### src/hdl/estm_pkg.sv
`timescale 1ns / 1ps
// ----------------------------------------------------------------------------
// estm_pkg
// Shared types, constants and arithmetic helpers of the object transform block.
// ----------------------------------------------------------------------------
package estm_pkg;

   localparam int ATAN_ENTRIES = 30;

   // arctan(2^-i) in Q30
   localparam logic [30:0] ATAN_Q30 [ATAN_ENTRIES] = '{
      31'd843314856, 31'd497837829, 31'd263043836, 31'd133525158, 31'd67021686,
      31'd33543515,  31'd16775850,  31'd8388437,   31'd4194282,   31'd2097149,
      31'd1048575,   31'd524287,    31'd262143,    31'd131071,    31'd65535,
      31'd32767,     31'd16383,     31'd8191,      31'd4095,      31'd2047,
      31'd1023,      31'd511,       31'd255,       31'd127,       31'd63,
      31'd31,        31'd15,        31'd7,         31'd3,         31'd1
   };

   localparam logic [29:0] GAIN_INV = 30'd652032874;  // 1/K in Q30
   localparam logic [24:0] DEG2RAD  = 25'd18740330;   // pi/180 in Q30

   localparam int QUEUE_DEPTH = 2;

   localparam logic [1:0] ROW_LAST = 2'd3;

   localparam logic signed [71:0] SAT_HI = 72'sd2147483647;
   localparam logic signed [71:0] SAT_LO = -72'sd2147483648;

   typedef logic signed [31:0] word_type;
   typedef logic signed [33:0] trig_type;

   typedef struct packed {
      word_type pos_x;
      word_type pos_y;
      word_type pos_z;
      word_type angle_x_deg;
      word_type angle_y_deg;
      word_type angle_z_deg;
      word_type scale_x;
      word_type scale_y;
      word_type scale_z;
   } req_type;

   typedef struct packed {
      word_type [2:0] p;
      word_type [2:0] s;
   } ps_type;

   typedef struct packed {
      trig_type [2:0][2:0] r;
      ps_type              ps;
   } xform_type;

   typedef struct packed {
      logic [1:0] row_index;
      word_type   col0;
      word_type   col1;
      word_type   col2;
      word_type   col3;
      logic       last_row;
   } row_type;

   typedef struct packed {
      logic full;
      logic empty;
   } qstat_type;

   function automatic word_type sat32(input logic signed [71:0] v);
      word_type res;
      if (v > SAT_HI) begin
         res = 32'sh7FFF_FFFF;
      end else if (v < SAT_LO) begin
         res = 32'sh8000_0000;
      end else begin
         res = word_type'(v[31:0]);
      end
      return res;
   endfunction

   // Q30 x Q30 -> Q30, round half up
   function automatic trig_type mul30(input trig_type a, input trig_type b);
      logic signed [67:0] prod;
      prod = 68'(a) * 68'(b);
      prod = prod + (68'sd1 <<< 29);
      return trig_type'(prod >>> 30);
   endfunction

   // number of quotient bits needed to reduce a 32-bit value by 360 << fb
   function automatic int quot_bits(input int fb);
      logic [63:0] full;
      int q;
      full = 64'd360 << fb;
      q = 0;
      for (int k = 0; k < 33; k++) begin
         if ((full << k) <= 64'hFFFF_FFFF) begin
            q = k + 1;
         end
      end
      return q;
   endfunction

endpackage

### src/hdl/estm_queue.sv
`timescale 1ns / 1ps
// ----------------------------------------------------------------------------
// estm_queue
// Short queue of finished matrices between front and back end.
// ----------------------------------------------------------------------------
module estm_queue (
   input  logic                clock,
   input  logic                reset,
   input  logic                push,
   input  estm_pkg::xform_type push_data,
   input  logic                pop,
   output estm_pkg::xform_type pop_data,
   output estm_pkg::qstat_type status
);
   import estm_pkg::*;

   localparam int QIDX = $clog2(QUEUE_DEPTH);

   xform_type       mem_ff [QUEUE_DEPTH];
   logic [QIDX-1:0] wr_ff, rd_ff;
   logic [QIDX:0]   cnt_ff;

   always_ff @(posedge clock) begin
      if (push) begin
         mem_ff[wr_ff] <= push_data;
      end
   end

   always_ff @(posedge clock) begin
      if (reset) begin
         wr_ff  <= '0;
         rd_ff  <= '0;
         cnt_ff <= '0;
      end else begin
         if (push) begin
            wr_ff <= (32'(wr_ff) == QUEUE_DEPTH - 1) ? '0 : wr_ff + 1'b1;
         end
         if (pop) begin
            rd_ff <= (32'(rd_ff) == QUEUE_DEPTH - 1) ? '0 : rd_ff + 1'b1;
         end
         cnt_ff <= cnt_ff + (QIDX+1)'(push) - (QIDX+1)'(pop);
      end
   end

   assign pop_data     = mem_ff[rd_ff];
   assign status.full  = (32'(cnt_ff) == QUEUE_DEPTH);
   assign status.empty = (cnt_ff == '0);

endmodule

### config.mk
export PLATFORM = sky130hd
export DESIGN_NAME = estm_queue
export DESIGN_NICKNAME = d
export VERILOG_FILES = /design/src/hdl/estm_pkg.sv /design/src/hdl/estm_queue.sv
export SDC_FILE = /design/constraint.sdc
export NUM_CORES = 1
export LEC_CHECK = 0
export BUFFER_PORTS_ARGS = -buffer_cell sky130_fd_sc_hd__buf_4
export CAP_MARGIN = 20
export CORE_AREA = 2 2 385 387
export CTS_BUF_LIST = sky130_fd_sc_hd__clkbuf_4
export CTS_CLUSTER_DIAMETER = 150
export DETAILED_ROUTE_END_ITERATION = 8
export DIE_AREA = 0 0 387 389
export SETUP_SLACK_MARGIN = 0.02
export SLEW_MARGIN = 20
export SYNTH_ARGS = -nofsm -noshare
export SYNTH_HDL_FRONTEND = slang
export SYNTH_SLANG_ARGS = --single-unit
### constraint.sdc
create_clock -name clock -period 73.1 [get_ports clock]
set_input_delay 3.655 -clock clock [delete_from_list [all_inputs] [get_ports clock]]
set_output_delay 3.655 -clock clock [all_outputs]
set_load 0.005 [all_outputs]
**Yosys cells after proc, flatten, opt, wreduce, memory -nomap -nowiden**

Memories as Yosys holds them, arrays and structs flattened. A register that Yosys moved wholly into a read port is not among the register bits.
Index checks and enable logic that the tools add are counted.
Widths: inputs -> output; s select.

- Register bits after elaboration: 4
- RAM bits: 996
- Input bits: 502
- Output and inout port bits: 500
- Memories: 1

- $add $sub $neg: 4
- Equal/unequal tests: 1
- Multiplexer cells: 6
- Reductions and logical operators: 1

Memory list:

| memory | words | width | rd ports | clocked after Yosys merged registers in | write ports | RTL line | text |
|---|---|---|---|---|---|---|---|
| mem_ff | 2 | 498 | 1 | 1 | 1 | estm_queue.sv:19 | `xform_type mem_ff [QUEUE_DEPTH];` |

Operators by type and width:

| operator | number |
|---|---|
| $mux 1 | 6 |
| $add 1x1->1 const B | 2 |
| $add 2x1->2 | 1 |
| $eq 2x2->1 const B | 1 |
| $logic_not 2->1 | 1 |
| $sub 2x1->2 | 1 |

**Depth between registers and ports, before layout**

- Depth after elaboration: 4
- Mapped depth: 6

**Worst setup path after synthesis**

Ideal clock, no wire load.

- Kind: in2reg
- Start: input port push
- End: memory mem_ff[0][0] (netlist bit) (enable)
- Library setup time: 1.431 ns
- Data arrival time: 25.007 ns
- Required time: 71.669 ns
- Setup slack: 46.662 ns
- Cell stages on the path: 1
- Cell sequence: nor2b_1

- Cells in the longest elaborated chain, start to end: 2

Ends and longest elaborated chain:

| what | RTL line | text |
|---|---|---|
| start, declared | estm_queue.sv:9 | `input logic push,` |
| $mux 1 | estm_queue.sv:24 | `if (push) begin` |
| $mux 1 (not written as such) | estm_queue.sv:25 | `mem_ff[wr_ff] <= push_data;` |
| end, declared | estm_queue.sv:19 |  |

Every way passes these cells.

==> impl_metrics.py <==
metrics = {
    "worst_hold_path": {
        "hold_class": "register to register",
    },
    "clocking": {
        "clkSinkCount": 1001,
        "cts_buffers": 285,
        "cts_resized": 0,
        "clkSlewWorstSetupHoldPaths_ps": 60,
        "clockRootBuffer": "clkbuf_4",
        "cts_setup_buffers": 0,
        "cts_tree": "yes",
        "cts_hold_buf": 0,
        "cts_buffer_depth": 4,
        "clk_latency_ps": 1200,
        "htreeDepth": 5,
    },
    "global_route": {
        "grt_pass1_vias": 20940,
        "antenna_found_initial": 15,
        "grt-ovfl-total": 0,
        "grt_max_degree": 149,
        "grt_first_pass_wirelength_mm": 139.7,
        "track_usage_pct": 12.84,
    },
    "flow_run": {
        "cap_violations": 0,
    },
    "finish": {
        "drive_above_1_share_pct": 64.19,
        "syn2layout_area_growth_pct": 35.81,
        "layout_common_cells": "buf_4, edfxtp_1, mux2_2",
        "layout_commonest_cell": "buf_4",
        "nNetsFinal": 3325,
    },
    "synth": {
        "yosysUniqueCellTypes": 13,
        "syn_area_sq_um": 36210,
        "syn_nets": 2074,
        "postSynthAreaPerCell_sq_um": 23.07,
        "ys_warn_count": 0,
        "synth_seq_area_share_pct": 82.86,
        "syn_inst": 1570,
        "ys_ff_latch": 1001,
    },
    "worst_setup_path": {
        "r2r_cells": 6,
        "cp.required_ps": 69440,
        "cp-start-kind": "register",
        "r2r-end": "mem_ff[0][192]",
        "r2r-start": "wr_ff",
        "critical_path.max_fanout": 76,
        "path_class": "register to output pin",
        "rrSetupSlack_ps": 67840,
        "worst_setup_path_end_kind": "output pin",
        "endpoint": "pop_data[214]",
        "worst_ep_arrival_time_ps": 5070,
    },
    "timing": {
        "min_period_over_period_pct": 11.93,
        "final-hold-violation-count": 0,
        "finalMaxSlewViolations": 0,
        "slew_headroom_pct": 31.52,
        "fin_crit_ps": 8722,
        "tightest_slew_ps": 1027,
        "setup_viol": 0,
        "max_freq_mhz": 114.6,
        "rsz0062_at_grt": "false",
        "setup-tns-final_ps": 0,
        "finClkSkew_ps": 86.00,
    },
    "detailed_routing": {
        "drt-initial-drc-count": 1014,
        "wl_per_cell_um": 20.61,
        "totalWireLength_mm": 101.3,
        "drtPass1Iterations": 5,
        "ant_nets": 0,
        "route.detailed.drc": 0,
        "avgViaCountPerCell": 4.085,
        "dr_total_vias": 20090,
    },
    "floorplanning": {
        "die_w_um": 387,
        "core-area_sq_um": 146600,
        "rows": 141,
        "dieArea_sq_um": 150500,
        "start_util_pct": 24.70,
        "pin_count": 1002,
        "dieHeight_um": 389,
    },
    "power": {
        "p_leak_nw": 18.23,
        "p_total_mw": 1.321,
        "power.density_nw_per_um2": 26.85,
        "ir_drop_v": 0.00001866,
    },
    "placed_design": {
        "post-dp-hpwl_mm": 72.41,
        "globalplace.congestion": 0.8923,
        "port_buffers": 1001,
    },
    "run_status": {
        "outcome": "completed",
    },
}
[critical path: stages (launching register included)]
cell	delay [ps]
dfxtp_4	850
buf_4	750
buf_4	720
buf_4	820
mux2_2	430
buf_4	140
[final cells by class]
| cell class | count | area, sq um |
|---|---|---|
| fill | 14280 | 97420 |
| sequential | 1001 | 30010 |
| timing repair buffer | 1019 | 7700 |
| multi-input combinational | 512 | 5727 |
| clock buffer | 403 | 3025 |
| tap | 1930 | 2415 |
| clock inverter | 37 | 261.5 |
| antenna | 14 | 35.03 |
| inverter | 2 | 7.507 |
[where the power goes]
group          internal (mW)  switching, mW  total, mW  leakage [nW]
combinational         0.0839         0.0721      0.156          6.85
sequential             0.671        0.00877      0.680          9.39
clock                  0.264          0.221      0.485          1.99
total                   1.02          0.302       1.32          18.2
[synthesized netlist by cell type]
master    instances  area share (%)
and2_1            1           0.017
buf_2            22            0.30
buf_6            33             1.0
dfxtp_1           5            0.28
edfxtp_1        996              83
ha_1              2           0.069
inv_1             2           0.021
mux2_1           32             1.0
mux2_2          466              14
nor2_1            5           0.052
nor2b_1           3           0.052
xnor2_1           2           0.048
xnor3_1           1           0.062
[layer usage]
layer | up-vias | GRT usage [%] | part of all wire [%]
li1 | 8940 | - | -
met1 | 10020 | 13.57 | 36
met2 | 932 | 21.53 | 50
met3 | 193 | 6.295 | 10
met4 | 6 | 5.825 | 3.1
met5 | - | 0 | 0.038
[worst min-delay path by stage]
stage	from	endpoint	slack, ps	cells past startpoint
final	rd_ff	register	520	2
after global routing	rd_ff	register	540	2
after CTS	rd_ff	register	530	2
after detailed placement	rd_ff	register	510	2
after global placement	rd_ff	register	490	2
after floorplan	rd_ff	register	480	2
[cells by family (layout without fill, tap and decap cells)]
family,count (synthesis),count (layout),share of synthesized area [%]
other,0,14,0
adders and majority gates,2,2,0.06909
and+or+nand+nor,9,9,0.1209
xor gates and xnor gates,3,3,0.1106
buffers and inverters,57,1461,1.351
muxes,498,498,15.49
DFF,1001,1001,82.86
[through the flow]
stage | utilization, % | cell area, sq um | cells | hold slack, ps | setup WS (ps)
6_report | 33.55 | 49180 | 4918 | 516.1 | 64380
5_1_grt | 33.55 | 49180 | 4918 | 537.0 | 63910
4_1_cts | 33.52 | 49150 | 4904 | 525.8 | 64130
3_5_place_dp | 31.28 | 45860 | 4464 | 508.6 | 64390
3_3_place_gp | 31.28 | 45860 | 4464 | 492.7 | 64370
2_1_floorplan | - | 36210 | 1570 | 479.9 | 46660
[flip-flops by register name, summed over array words and instances, names as in the netlist, named ones only]
name	flops
cnt_ff	2
mem_ff	996
rd_ff	1
wr_ff	1
Note: power is estimated with default switching activity, not from simulation.
